==> src/iup_pkg.sv <==
package iup_pkg;

    // Longest supported image line in bytes; sizes the line buffer.
    localparam int LINE_MAX = 8192;
    localparam int ADDR_W = $clog2(LINE_MAX);
    localparam int POS_W = $clog2(LINE_MAX + 1);
    localparam int LINE_BYTES_W = 14;
    localparam int BYTE_W = 8;
    localparam int APB_ADDR_W = 3;
    localparam int APB_DATA_W = 32;
    localparam logic [LINE_BYTES_W-1:0] LINE_BYTES_RESET = LINE_BYTES_W'(1920);

    typedef enum logic [1:0] {
        MODE_LEFT  = 2'd0,
        MODE_UP    = 2'd1,
        MODE_AVG   = 2'd2,
        MODE_PAETH = 2'd3
    } mode_t;

    typedef enum logic [0:0] {
        REG_FILTER_MODE = 1'b0,
        REG_LINE_BYTES  = 1'b1
    } reg_idx_t;

    // Which line of the frame we are on; later lines all behave alike.
    typedef enum logic [2:0] {
        ROW_FIRST  = 3'b001,
        ROW_SECOND = 3'b010,
        ROW_LATER  = 3'b100
    } row_t;

    typedef struct packed {
        logic [BYTE_W-1:0] filtered_byte;
        logic              first;
        logic              pass;
        mode_t             mode;
        logic [ADDR_W-1:0] addr;
    } item_t;

    function automatic row_t row_advance(input row_t row);
        row_t nxt;
        unique case (row)
            ROW_FIRST:  nxt = ROW_SECOND;
            ROW_SECOND: nxt = ROW_LATER;
            ROW_LATER:  nxt = ROW_LATER;
            default:    nxt = ROW_FIRST;
        endcase
        return nxt;
    endfunction

    // A length of zero acts as one; lengths above the buffer size are clipped.
    function automatic logic [POS_W-1:0] effective_length(
        input logic [LINE_BYTES_W-1:0] n
    );
        logic [POS_W-1:0] len;
        if (n == '0) begin
            len = POS_W'(1);
        end
        else if (32'(n) > LINE_MAX) begin
            len = POS_W'(LINE_MAX);
        end
        else begin
            len = POS_W'(n);
        end
        return len;
    endfunction

endpackage

==> src/iup_recon.sv <==
module iup_recon (
    input  logic                        clk,
    input  logic                        rst_n,
    input  logic                        accept,
    input  iup_pkg::item_t              item,
    input  logic [iup_pkg::ADDR_W-1:0]  raddr,
    input  logic [iup_pkg::BYTE_W-1:0]  rdata,
    output logic                        s1_ready,
    output logic                        wr_en,
    output logic [iup_pkg::ADDR_W-1:0]  waddr,
    output logic [iup_pkg::BYTE_W-1:0]  wdata,
    output logic                        pixel_valid,
    input  logic                        pixel_ready,
    output logic [iup_pkg::BYTE_W-1:0]  pixel_byte
);

    iup_pkg::item_t             s1_reg;
    logic                       s1_valid_reg;
    logic                       fwd_hit_reg;
    logic [iup_pkg::BYTE_W-1:0] fwd_data_reg;
    logic [iup_pkg::BYTE_W-1:0] prev_reg;
    logic [iup_pkg::BYTE_W-1:0] ul_reg;
    logic                       pixel_valid_reg;
    logic                       pixel_valid_next;
    logic [iup_pkg::BYTE_W-1:0] pixel_byte_reg;

    logic                       s1_adv;
    logic [iup_pkg::BYTE_W-1:0] left;
    logic [iup_pkg::BYTE_W-1:0] up;
    logic [iup_pkg::BYTE_W-1:0] ul;
    logic [iup_pkg::BYTE_W:0]   sum_lu;
    logic [iup_pkg::BYTE_W:0]   ul_x2;
    logic [iup_pkg::BYTE_W-1:0] dist_left;
    logic [iup_pkg::BYTE_W-1:0] dist_up;
    logic [iup_pkg::BYTE_W:0]   dist_ul;
    logic [iup_pkg::BYTE_W-1:0] paeth;
    logic [iup_pkg::BYTE_W-1:0] pred;
    logic [iup_pkg::BYTE_W-1:0] result;

    assign s1_adv   = s1_valid_reg & (~pixel_valid_reg | pixel_ready);
    assign s1_ready = ~s1_valid_reg | s1_adv;

    // A read of an entry being written returns its old byte; when the byte just
    // written is the one being fetched (one-byte lines), use it directly.
    always_ff @(posedge clk or negedge rst_n)
    begin
        if (!rst_n)
        begin
            fwd_hit_reg <= 1'b0;
        end
        else if (accept)
        begin
            fwd_hit_reg <= wr_en && (waddr == raddr);
        end
    end

    always_ff @(posedge clk)
    begin
        if (accept)
        begin
            fwd_data_reg <= wdata;
        end
    end

    always_ff @(posedge clk or negedge rst_n)
    begin
        if (!rst_n)
        begin
            s1_valid_reg <= 1'b0;
        end
        else if (s1_ready)
        begin
            s1_valid_reg <= accept;
        end
    end

    always_ff @(posedge clk)
    begin
        if (accept)
        begin
            s1_reg <= item;
        end
    end

    assign left = s1_reg.first ? '0 : prev_reg;
    assign ul   = s1_reg.first ? '0 : ul_reg;
    assign up   = fwd_hit_reg ? fwd_data_reg : rdata;

    // Paeth distances: |up-ul|, |left-ul| and |left+up-2*ul|.
    always_comb
    begin
        sum_lu    = {1'b0, left} + {1'b0, up};
        ul_x2     = {ul, 1'b0};
        dist_left = (up >= ul) ? (up - ul) : (ul - up);
        dist_up   = (left >= ul) ? (left - ul) : (ul - left);
        dist_ul   = (sum_lu >= ul_x2) ? (sum_lu - ul_x2) : (ul_x2 - sum_lu);
        if ((dist_left <= dist_up) && ({1'b0, dist_left} <= dist_ul))
        begin
            paeth = left;
        end
        else if ({1'b0, dist_up} <= dist_ul)
        begin
            paeth = up;
        end
        else
        begin
            paeth = ul;
        end
    end

    always_comb
    begin
        case (s1_reg.mode)
            iup_pkg::MODE_LEFT:  pred = left;
            iup_pkg::MODE_UP:    pred = up;
            iup_pkg::MODE_AVG:   pred = sum_lu[iup_pkg::BYTE_W:1];
            default:             pred = paeth;
        endcase
    end

    assign result = s1_reg.pass ? s1_reg.filtered_byte : (s1_reg.filtered_byte + pred);

    assign wr_en = s1_adv;
    assign waddr = s1_reg.addr;
    assign wdata = result;

    always_ff @(posedge clk or negedge rst_n)
    begin
        if (!rst_n)
        begin
            prev_reg <= '0;
            ul_reg   <= '0;
        end
        else if (s1_adv)
        begin
            prev_reg <= result;
            ul_reg   <= up;
        end
    end

    always_comb
    begin
        if (s1_adv)
        begin
            pixel_valid_next = 1'b1;
        end
        else if (pixel_ready)
        begin
            pixel_valid_next = 1'b0;
        end
        else
        begin
            pixel_valid_next = pixel_valid_reg;
        end
    end

    always_ff @(posedge clk or negedge rst_n)
    begin
        if (!rst_n)
        begin
            pixel_valid_reg <= 1'b0;
        end
        else
        begin
            pixel_valid_reg <= pixel_valid_next;
        end
    end

    always_ff @(posedge clk)
    begin
        if (s1_adv)
        begin
            pixel_byte_reg <= result;
        end
    end

    assign pixel_valid = pixel_valid_reg;
    assign pixel_byte  = pixel_byte_reg;

    a_no_overwrite: assert property (@(posedge clk) disable iff (!rst_n)
        (s1_valid_reg && !s1_adv) |-> !accept)
        else $error("reconstruction stage overwritten while stalled");

    a_result_lands: assert property (@(posedge clk) disable iff (!rst_n)
        s1_adv |=> pixel_valid_reg)
        else $error("finished byte did not reach the output register");

    a_fwd_follows_write: assert property (@(posedge clk) disable iff (!rst_n)
        $rose(fwd_hit_reg) |-> $past(wr_en))
        else $error("forwarded line byte without a preceding buffer write");

    a_write_in_order: assert property (@(posedge clk) disable iff (!rst_n)
        wr_en |-> (s1_valid_reg && (!pixel_valid_reg || pixel_ready)))
        else $error("line buffer written without a transaction leaving");

endmodule

==> config.mk <==
export PLATFORM = sky130hd
export DESIGN_NAME = iup_recon
export DESIGN_NICKNAME = d
export VERILOG_FILES = /design/src/iup_pkg.sv /design/src/iup_recon.sv
export SDC_FILE = /design/constraint.sdc
export NUM_CORES = 1
export LEC_CHECK = 0
export BUFFER_PORTS_ARGS = -buffer_cell sky130_fd_sc_hd__buf_2
export CELL_PAD_IN_SITES_DETAIL_PLACEMENT = 1
export CELL_PAD_IN_SITES_GLOBAL_PLACEMENT = 1
export CORE_UTILIZATION = 49
export DETAILED_ROUTE_END_ITERATION = 10
export PLACE_DENSITY_LB_ADDON = 0.1
export SLEW_MARGIN = 20
export SYNTH_ARGS = -nofsm -noshare
export SYNTH_HDL_FRONTEND = slang
export SYNTH_SLANG_ARGS = --single-unit
==> constraint.sdc <==
create_clock -name clk -period 18.48 [get_ports clk]
set_input_delay 2.772 -clock clk [delete_from_list [all_inputs] [get_ports clk]]
set_output_delay 2.772 -clock clk [all_outputs]
set_load 0.02 [all_outputs]
## After elaboration in Yosys (flattened, before gate mapping)

Cells that the tools add are included.

- Bits in registers: 60
- Bits of input ports: 50
- Output and inout bits: 32
- Logic and storage cells: 50

- $add $sub $neg: 8
- $lt $le $gt $ge: 6
- Eq/ne operators: 3
- Mux-type cells: 12
- Bitwise gates (word level): 5
- Reduce and logical (&&, ||, !) cells: 4

Operator list:

| kind | count |
|---|---|
| $mux 8 | 8 |
| $sub 8x8->8 | 4 |
| $pmux 8 s3 | 1 |
| $le 8x9->1 | 2 |
| $sub 9x9->9 | 2 |
| $ge 8x8->1 | 2 |
| $eq 13x13->1 | 1 |
| $add 8x8->9 | 1 |
| $ge 9x9->1 | 1 |
| $mux 9 | 1 |
| $add 8x8->8 | 1 |
| $le 8x8->1 | 1 |
| $eq 2x1->1 const B | 1 |
| $eq 2x2->1 const B | 1 |
| $logic_and 1x1->1 | 2 |
| $logic_not 2->1 | 1 |
| $mux 1 | 2 |
| $not 1->1 | 2 |
| $or 1x1->1 | 2 |
| $reduce_bool 2->1 | 1 |
| $and 1x1->1 | 1 |

## Logic depth before layout (Yosys ltp)

Gate-level depths: netlist of the first run.

- Depth after elaboration: 10
- Depth in mapped cells: 46
- Depth with buffers taken out: 43

## Worst setup path after synthesis of the first run

No wires, ideal clock.

- Kind: input to output
- Start point: input port rdata[1] in the netlist's numbering
- End point: output port wdata[7] in the netlist's numbering
- Data arrival time: 10444 ps
- Required time: 15708 ps
- Path slack: 5264 ps
- Stages: 41
- Buffers on the path: 0
- Cells stage by stage: mux2i_1 -> inv_1 -> nor2_1 -> nor2_1 -> ha_1 -> nor2_1 -> nor3_1 -> a221o_1 -> a211o_1 -> and3_1 -> o21ai_0 -> nand2b_1 -> ha_1 -> nor3_1 -> o21ai_0 -> o21ai_2 -> mux2_4 -> a21o_2 -> [5 not listed] -> or2_2 -> or3b_2 -> o21a_1 -> o31ai_1 -> o21ai_2 -> nor2_1 -> a21oi_1 -> mux2_1 -> mux4_2 -> ha_1 -> inv_1 -> o21bai_1 -> a21oi_1 -> o21bai_1 -> a21oi_1 -> nand3b_1 -> a211o_1 -> and3_4

- Word-level cells in the longest chain between the ends: 10
- Elaborated cells between the ends (all ways): 19
- Classes of those cells: add/sub (6); order compare (5); mux (7); reduce/logical (1)

Ends and longest elaborated chain:

| item | line | source |
|---|---|---|
| start, declared | iup_recon.sv:7 | `input logic [iup_pkg::BYTE_W-1:0] rdata,` |
| $mux 8 (*) | iup_recon.sv:87 | `assign up = fwd_hit_reg ? fwd_data_reg : rdata;` |
| via up (one bit) | iup_recon.sv:29 | `logic [iup_pkg::BYTE_W-1:0] up;` |
| $add 8x8->9 | iup_recon.sv:92 | `sum_lu = {1'b0, left} + {1'b0, up};` |
| $sub 9x9->9 or $ge 9x9->1 (tied branches) | iup_recon.sv:96 | `dist_ul = (sum_lu >= ul_x2) ? (sum_lu - ul_x2) : (ul_x2 - sum_lu);` |
| $mux 9 | iup_recon.sv:96 |  |
| $le 8x9->1, on equally long branches | iup_recon.sv:101, iup_recon.sv:97 |  |
| $mux 8 or $logic_and 1x1->1 (tied branches) | iup_recon.sv:101, iup_recon.sv:97 |  |
| $mux 8 | iup_recon.sv:97 | `if ((dist_left <= dist_up) && ({1'b0, dist_left} <= dist_ul))` |
| $pmux 8 s3 (*) | iup_recon.sv:113 | `case (s1_reg.mode)` |
| $add 8x8->8 (*) | iup_recon.sv:121 | `assign result = s1_reg.pass ? s1_reg.filtered_byte : (s1_reg.filtered_byte + pred);` |
| $mux 8 (*) | iup_recon.sv:121 |  |
| end, declared | iup_recon.sv:11 | `output logic [iup_pkg::BYTE_W-1:0] wdata,` |

Mark *: on every way through the listed nets, which the timed path passes. The rest lies on a longest branch.

## Worst setup path in the final report of the first run

Same ends and word-level chain as after synthesis.

==> results of run 1 <==
## placed cells by master (no fill, tap or decap), types with 4 or more instances in the layout
cell type,n
sky130_fd_sc_hd__o21ai_0,29
sky130_fd_sc_hd__o22ai_1,4
sky130_fd_sc_hd__mux2_2,18
sky130_fd_sc_hd__buf_2,81
sky130_fd_sc_hd__inv_1,55
sky130_fd_sc_hd__o21a_1,4
sky130_fd_sc_hd__fa_1,5
sky130_fd_sc_hd__edfxtp_1,41
sky130_fd_sc_hd__nand2b_1,12
sky130_fd_sc_hd__a21o_1,4
sky130_fd_sc_hd__dfrtp_1,19
sky130_fd_sc_hd__nor3_1,5
sky130_fd_sc_hd__nor2_1,48
sky130_fd_sc_hd__a21oi_1,48
sky130_fd_sc_hd__o21bai_1,6
sky130_fd_sc_hd__ha_1,72
sky130_fd_sc_hd__a22o_1,6
sky130_fd_sc_hd__nor2b_1,16
sky130_fd_sc_hd__xnor2_1,28
sky130_fd_sc_hd__mux2i_1,20
sky130_fd_sc_hd__o21ai_1,4
sky130_fd_sc_hd__a31oi_1,4
sky130_fd_sc_hd__nand2_1,53
sky130_fd_sc_hd__nand4_1,8
sky130_fd_sc_hd__clkbuf_16,9
sky130_fd_sc_hd__nand3_1,8
sky130_fd_sc_hd__xor2_1,20
sky130_fd_sc_hd__a211oi_1,10
## report_power, final
part           internal, uW  switching, uW
clock network           121           57.5
logic                   441            642
registers               185           32.6
total                   747            732
## per-layer routing
layer  vias up  part of all wire (%)  global-route usage (%)
met4         0                   1.5                    7.47
met3        21                   4.0                    4.08
li1       2405                     -                       -
met1      2507                    42                    36.9
met5         -                     0                       0
met2       141                    52                    54.9
## area by class of cell
type                       count  area (um2)
clock buffer                  12         246
clock inverter                 4        72.6
fill                        1342        4950
inverter                      56         210
multi-input combinational    497        3830
sequential                    60        1710
tap                          143         179
timing repair buffer          83         420
## cell families after synthesis
family | after synthesis
xor+xnor | 49
flops | 60
compound gates | 153
simple gates | 171
mux | 44
fa+ha+maj | 80
buf+inv | 85
## per-stage QoR
stage               worst slack, ns  util (%)  hold WS, ns
finish                         3.48      57.4        0.512
global route                   2.74      57.4        0.521
CTS                            3.53      57.4        0.508
detailed placement             3.56      54.6        0.472
global placement               4.13      54.6        0.462
floorplan                      5.26         -        0.446
## worst min-delay path by stage
stage	cells after the start	slack (ns)	endpoint	from
2_1_floorplan	2	0.45	prev_reg[6]	prev_reg[6]
3_3_place_gp	2	0.46	prev_reg[6]	prev_reg[6]
3_5_place_dp	2	0.47	prev_reg[6]	prev_reg[6]
4_1_cts	2	0.51	ul_reg[0]	ul_reg[0]
5_1_grt	2	0.52	ul_reg[0]	ul_reg[0]
6_report	2	0.51	ul_reg[6]	ul_reg[6]
## critical path, delay by kind of cell
kind / cells / cell delay [ns]
xor gates and xnor gates: 1 / 0.23
buffers and inverters: 3 / 0.48
adders and majority gates: 4 / 1.01
muxes: 2 / 0.81
and+or+nand+nor: 11 / 1.53
AOI/OAI and AO/OA: 22 / 5.37
==> results by group, run 1 <==
Outcome
  • Outcome: complete, no violations

Routing
  • Number of design rule violations left after detail routing: 0
  • Number of vias in the routed layout: 5074
  • Routed WL: between 15 and 20 mm
  • Via density per instance: approximately 5.9
  • First DRT Iteration DRCs: 304
  • Initial DRT Pass Iterations: 5
  • Number of routed nets with antenna violations: 0
  • Average wire length per cell after detail routing: 21.0 um

Setup path
  • R2r worst-path depth: 43
  • Launching instance or port of the critical path: rdata[1]
  • Worst Setup Start Kind: input port
  • Maximum fanout count along the critical path: 12
  • Highest-delay cell along the critical path: sky130_fd_sc_hd__a21boi_1
  • Endpoint class of the critical path: output pin
  • Arrival time worst endpoint: 12.23 ns
  • Max incr delay on CP: 0.76 ns
  • End of the worst register-to-register path: prev_reg[7]
  • Critical path type: in2out
  • Dominant cell type by count on the critical path: sky130_fd_sc_hd__a21oi_1
  • Required @ worst endpoint: ~16 ns
  • Internal reg-to-reg setup slack: 8.02 ns
  • Endpoint of the most critical setup path: wdata[7]
  • Startpoint of the worst-slack reg-to-reg timing path: s1_reg[16]

STA
  • Final period demand of the worst path: 15.00 ns
  • Final period util: 81.2%
  • Fmax: 66.7 MHz
  • Pins Over Slew Limit: 0
  • Final total negative setup slack: 0 ns
  • Maximum clock skew at final layout: 0.0100 ns
  • Worst slew margin relative to its limit: 39.0%
  • Unrepaired setup endpoints after global routing: no
  • Pin slew with the least headroom to its limit: around 0.91 ns
  • Count of final hold-check violations: 0
  • Number of setup violations in the final report: 0

Synth
  • Primary FF master, synth: sky130_fd_sc_hd__edfxtp_1
  • Share of the synthesized area in compound gates (AO/OA/AOI/OAI): 17.2%
  • Seq/Total Area, Yosys: 28.8%
  • Number of instances in the synthesized netlist: 642
  • Synthesis warning total: 0
  • Syn avg cell area: 9.23 um2
  • Area share of xor/xnor cells in the synthesized design: 7.37%
  • Number of enable-type register cells in the synthesized netlist: 41
  • Adder and majority cell fraction of the synthesized area: 17.4%
  • Main combinational cell family by area after synthesis: adder cells
  • Post-synthesis mux area share: under 10%
  • Library cell occupying the most area in the post-synthesis netlist: sky130_fd_sc_hd__edfxtp_1
  • Flip-flop and latch count after synthesis: 60
  • Post-synthesis net count: approximately 770
  • Proportion of netlist area held by the largest area contributor: ~21%
  • Top cells by area in the synthesized netlist: sky130_fd_sc_hd__edfxtp_1 21%, sky130_fd_sc_hd__ha_1 15%, sky130_fd_sc_hd__dfrtp_1 8.0%, sky130_fd_sc_hd__xnor2_1 4.1%, sky130_fd_sc_hd__a21oi_1 4.1%
  • Simple-gate area share of the yosys netlist: 14.0%
  • Mapped Area: just under 6000 um2
  • Async set-or-reset flop fraction in the synthesized netlist: a little under a third
  • Cell variety after synth: a little over 70
  • Most frequent cell after synthesis: sky130_fd_sc_hd__ha_1
  • Leading cell types by count after synthesis: 72 x sky130_fd_sc_hd__ha_1, 55 x sky130_fd_sc_hd__inv_1, 53 x sky130_fd_sc_hd__nand2_1, 48 x sky130_fd_sc_hd__a21oi_1, 48 x sky130_fd_sc_hd__nor2_1

Pwr
  • Total design power: approximately 1500 uW
  • Worst vdd ir: 0.000129 V
  • Total power per unit cell area: 222 nW/um2
  • Leakage power figure: 0.00305 uW

Clocking
  • Clock transition at path regs: about 0.050 ns
  • Sinks on the clock net: 60
  • Master cell of the clock root buffer: sky130_fd_sc_hd__clkbuf_16
  • TritonCTS Buffers: 9
  • Setup bufs post-CTS: 0
  • PostCTS Resize Cnt: 0
  • Htree depth: 3
  • Max clock buf depth: 2
  • Insertion delay of the later-clocked pin in the worst-skew pair: 0.33 ns
  • Hold-fix buffers at CTS: 0
  • CTS tree: built

Final layout
  • Post-route cell area: 6670 um2
  • NumNets Final: 834
  • Post-synthesis to final-layout area growth: 12.5%
  • Ratio of cells with drive above 1 in the final layout: 19.8%
  • Post-route insts no fill: 855
  • Max FFs per register: 13
  • Antenna fix cells: 0

Placement
  • Placed Cells incl. Taps: 839
  • DP Wirelength: 14.5 mm
  • Count of buffers inserted at the top-level ports: 81
  • Gpl congestion: 1.00
  • Placement-stage cell area: 6350 um2

Floorplanning
  • Floorplan die area: 12500 um2
  • Top Ports: 82
  • Row count: 39
  • Initial Util: 51.0%
  • Area of the core: 11600 um2
  • Die H: about 110 um
  • Die width: about 110 um

Worst hold path
  • Min-delay worst type: reg2reg

Job
  • Max cap viols: 0

GRT
  • Largest net degree at the start of global routing: 37
  • Final global-route overflow total: 0
  • Global-route wire length before repair: 28.9 mm
  • Initial antenna violation count: 0
  • Number of global-route vias before repair: 5435
  • Overall track demand over capacity in global routing: 29.9%
Note: power is estimated with default switching activity, not from simulation.
==> run 2: changes to the inputs <==
--- a/config.mk
+++ b/config.mk
@@ -5,10 +5,11 @@
 export SDC_FILE = /design/constraint.sdc
 export NUM_CORES = 1
 export LEC_CHECK = 0
+export ABC_AREA = 1
 export BUFFER_PORTS_ARGS = -buffer_cell sky130_fd_sc_hd__buf_2
 export CELL_PAD_IN_SITES_DETAIL_PLACEMENT = 1
 export CELL_PAD_IN_SITES_GLOBAL_PLACEMENT = 1
-export CORE_UTILIZATION = 49
+export CORE_UTILIZATION = 43
 export DETAILED_ROUTE_END_ITERATION = 10
 export PLACE_DENSITY_LB_ADDON = 0.1
 export SLEW_MARGIN = 20
==> constraint.sdc (replaced) <==
create_clock -name clk -period 15.25 [get_ports clk]
set_input_delay 2.2875 -clock clk [delete_from_list [all_inputs] [get_ports clk]]
set_output_delay 2.2875 -clock clk [all_outputs]
set_load 0.02 [all_outputs]
==> results by group, run 2 <==
Synth
  • Simple-gate area share of the yosys netlist: 22.9%
  • Number of enable-type register cells in the synthesized netlist: 41
  • Number of instances in the synthesized netlist: 781
  • Main combinational cell family by area after synthesis: simple AND/OR/NAND/NOR gates
  • Library cell occupying the most area in the post-synthesis netlist: sky130_fd_sc_hd__edfxtp_1
  • Syn avg cell area: 7.62 um2
  • Adder and majority cell fraction of the synthesized area: 16.8%
  • Primary FF master, synth: sky130_fd_sc_hd__edfxtp_1
  • Synthesis warning total: 0
  • Share of the synthesized area in compound gates (AO/OA/AOI/OAI): 14.2%
  • Post-synthesis net count: 908
  • Most frequent cell after synthesis: sky130_fd_sc_hd__nand2_1
  • Proportion of netlist area held by the largest area contributor: 20.7%
  • Cell variety after synth: 51
  • Post-synthesis mux area share: 0.504%
  • Top cells by area in the synthesized netlist: sky130_fd_sc_hd__edfxtp_1 21%, sky130_fd_sc_hd__ha_1 15%, sky130_fd_sc_hd__nand2_1 12%, sky130_fd_sc_hd__dfrtp_1 8.0%, sky130_fd_sc_hd__inv_1 7.6%
  • Leading cell types by count after synthesis: 183 x sky130_fd_sc_hd__nand2_1, 121 x sky130_fd_sc_hd__inv_1, 72 x sky130_fd_sc_hd__ha_1, 63 x sky130_fd_sc_hd__o21ai_0, 44 x sky130_fd_sc_hd__nor2_1
  • Area share of xor/xnor cells in the synthesized design: ~5.6%
  • Mapped Area: a little under 6000 um2
  • Async set-or-reset flop fraction in the synthesized netlist: 31.7%
  • Seq/Total Area, Yosys: about 29%
  • Flip-flop and latch count after synthesis: 60

Final layout
  • Ratio of cells with drive above 1 in the final layout: 16.3%
  • Leading cell type in the layout, fill and taps excluded: sky130_fd_sc_hd__nand2_1
  • NumNets Final: 974
  • Most frequent cells in the layout: 183 x sky130_fd_sc_hd__nand2_1, 121 x sky130_fd_sc_hd__inv_1, 81 x sky130_fd_sc_hd__buf_2
  • Post-synthesis to final-layout area growth: 12.8%
  • Antenna fix cells: 0
  • Utilization of the core after routing: 50.3%
  • Max FFs per register: 13

Pwr
  • Worst vdd ir: 0.000117 V
  • Leakage power figure: 0.00342 uW
  • Total design power: 1690 uW
  • Total power per unit cell area: 252 nW/um2

Clocking
  • Insertion delay of the later-clocked pin in the worst-skew pair: 0.33 ns
  • CTS tree: built
  • Setup bufs post-CTS: 0
  • Clock transition at path regs: ~0.050 ns
  • PostCTS Resize Cnt: 0
  • TritonCTS Buffers: 9
  • Htree depth: 3
  • Sinks on the clock net: 60
  • Master cell of the clock root buffer: sky130_fd_sc_hd__clkbuf_16
  • Hold-fix buffers at CTS: 0
  • Max clock buf depth: 2

Setup path
  • Startpoint of the worst-slack reg-to-reg timing path: s1_reg[16]
  • Critical path type: in2out
  • Endpoint class of the critical path: output pin
  • End of the worst register-to-register path: prev_reg[7]
  • Max incr delay on CP: 0.37 ns
  • Top cell family by delay on the critical path: simple AND/OR/NAND/NOR gates
  • Internal reg-to-reg setup slack: slightly below 7 ns
  • Maximum fanout count along the critical path: 14
  • Number of buffer and inverter stages on the critical path: 8
  • Highest-delay cell along the critical path: sky130_fd_sc_hd__ha_1
  • Required @ worst endpoint: 12.96 ns
  • R2r worst-path depth: 49
  • Worst Setup Start Kind: input port
  • Dominant cell type by count on the critical path: sky130_fd_sc_hd__nor2_1
  • Arrival time worst endpoint: approximately 9.9 ns

Routing
  • Initial DRT Pass Iterations: 4
  • Average wire length per cell after detail routing: a little under 20 um
  • Routed WL: 19.8 mm
  • First DRT Iteration DRCs: ~290
  • Via density per instance: 5.36
  • Number of routed nets with antenna violations: 0
  • Number of design rule violations left after detail routing: 0
  • Number of vias in the routed layout: around 5500

STA
  • Fmax: slightly above 80 MHz
  • Pin slew with the least headroom to its limit: 0.904 ns
  • Unrepaired setup endpoints after global routing: no
  • Worst slew margin relative to its limit: 39.2%
  • Count of final hold-check violations: 0
  • Number of setup violations in the final report: 0
  • Pins Over Slew Limit: 0
  • Final period util: 79.6%
  • Final total negative setup slack: 0 ns
  • Maximum clock skew at final layout: 0.0108 ns
  • Final critical-path setup slack: 3.11 ns
  • Final period demand of the worst path: 12.14 ns

Placement
  • DP Wirelength: between 15 and 20 mm
  • Count of buffers inserted at the top-level ports: 81
  • Gpl congestion: just over 0.9
  • Placement Setup Slack: roughly 3.2 ns

Worst hold path
  • Depth of the worst hold-timing path: 2
  • Worst min-delay path endpoint: ul_reg[6]
  • Min-delay worst type: reg2reg
  • Start point of the worst hold path: ul_reg[6]

GRT
  • Final global-route overflow total: 0
  • Global-route wire length before repair: roughly 31 mm
  • Initial antenna violation count: 0
  • Number of global-route vias before repair: just under 6000
  • Largest net degree at the start of global routing: 37
  • Overall track demand over capacity in global routing: 28.8%

Outcome
  • Outcome: complete, no violations

Floorplanning
  • Top Ports: 82
  • Die width: 120 um
  • Initial Util: between 40% and 50%
  • Die H: 120 um
  • Floorplan die area: between 10000 and 15000 um2
  • Row count: 42
  • Area of the core: roughly 13000 um2

Job
  • Max cap viols: 0
-- run 2: changes by cell type after synthesis, moves of 16 or more --
cell	delta
sky130_fd_sc_hd__nor2b_1	-16
sky130_fd_sc_hd__mux2i_1	-17
sky130_fd_sc_hd__inv_1	+66
sky130_fd_sc_hd__o21ai_0	+34
sky130_fd_sc_hd__nand2_1	+130
sky130_fd_sc_hd__mux2_2	-18
-- run 2: layer usage --
layer,track usage (%),wire length [um],up-vias
met2,52.3,10000,142
met5,0,0,-
met4,12.3,674,0
met1,34.0,8360,2637
met3,3.66,702,37
li1,-,-,2694
-- run 2: per-stage QoR --
step                      std cells  cell area [um2]  hold WS [ns]
after floorplan                 781             5950         0.449
after global placement         1012             6390         0.468
after detailed placement       1012             6390         0.483
after CTS                      1028             6720         0.496
after global routing           1028             6720         0.524
final                          1028             6720         0.500
-- run 2: kinds of logic after synthesis --
group                      after synthesis
buffers and inverters                  156
DFF                                     60
adders and majority gates               77
AOI/OAI and AO/OA                      145
muxes                                    3
and+or+nand+nor                        302
xor gates and xnor gates                38
-- run 2: how the worst max path moves through the flow --
stage	start	endpoint	cells after the start	slack (ns)
floorplan	rdata[1]	wdata[6]	47	4.58
global placement	rdata[1]	wdata[6]	47	3.63
detailed placement	rdata[1]	wdata[6]	48	3.20
CTS	rdata[1]	wdata[7]	53	3.15
global route	rdata[1]	wdata[7]	53	2.21
finish	rdata[1]	wdata[7]	53	3.11
-- run 2: layout make-up --
cell class                 instances  area, um2
clock buffer                      12        246
clock inverter                     4       73.8
fill                            1682       6630
inverter                         130        490
multi-input combinational        565       3570
sequential                        60       1710
tap                              176        220
timing repair buffer              81        405
-- run 2: where the power goes --
group / internal (uW) / switching [uW] / total, uW / leakage, uW
sequential: 216 / 20.3 / 236 / 0.000634
combinational: 408 / 829 / 1240 / 0.00262
clock: 147 / 71.8 / 219 / 0.000157
total: 771 / 921 / 1690 / 0.00342
-- run 2: worst reg2reg max path, delay by kind of cell, from the launching register on --
family	cells	cell delay (ns)
xor gates and xnor gates	1	0.18
and+or+nand+nor	30	3.84
AOI/OAI and AO/OA	9	1.62
DFF	1	0.64
buffers and inverters	3	0.34
adders and majority gates	5	1.32
muxes	1	0.36
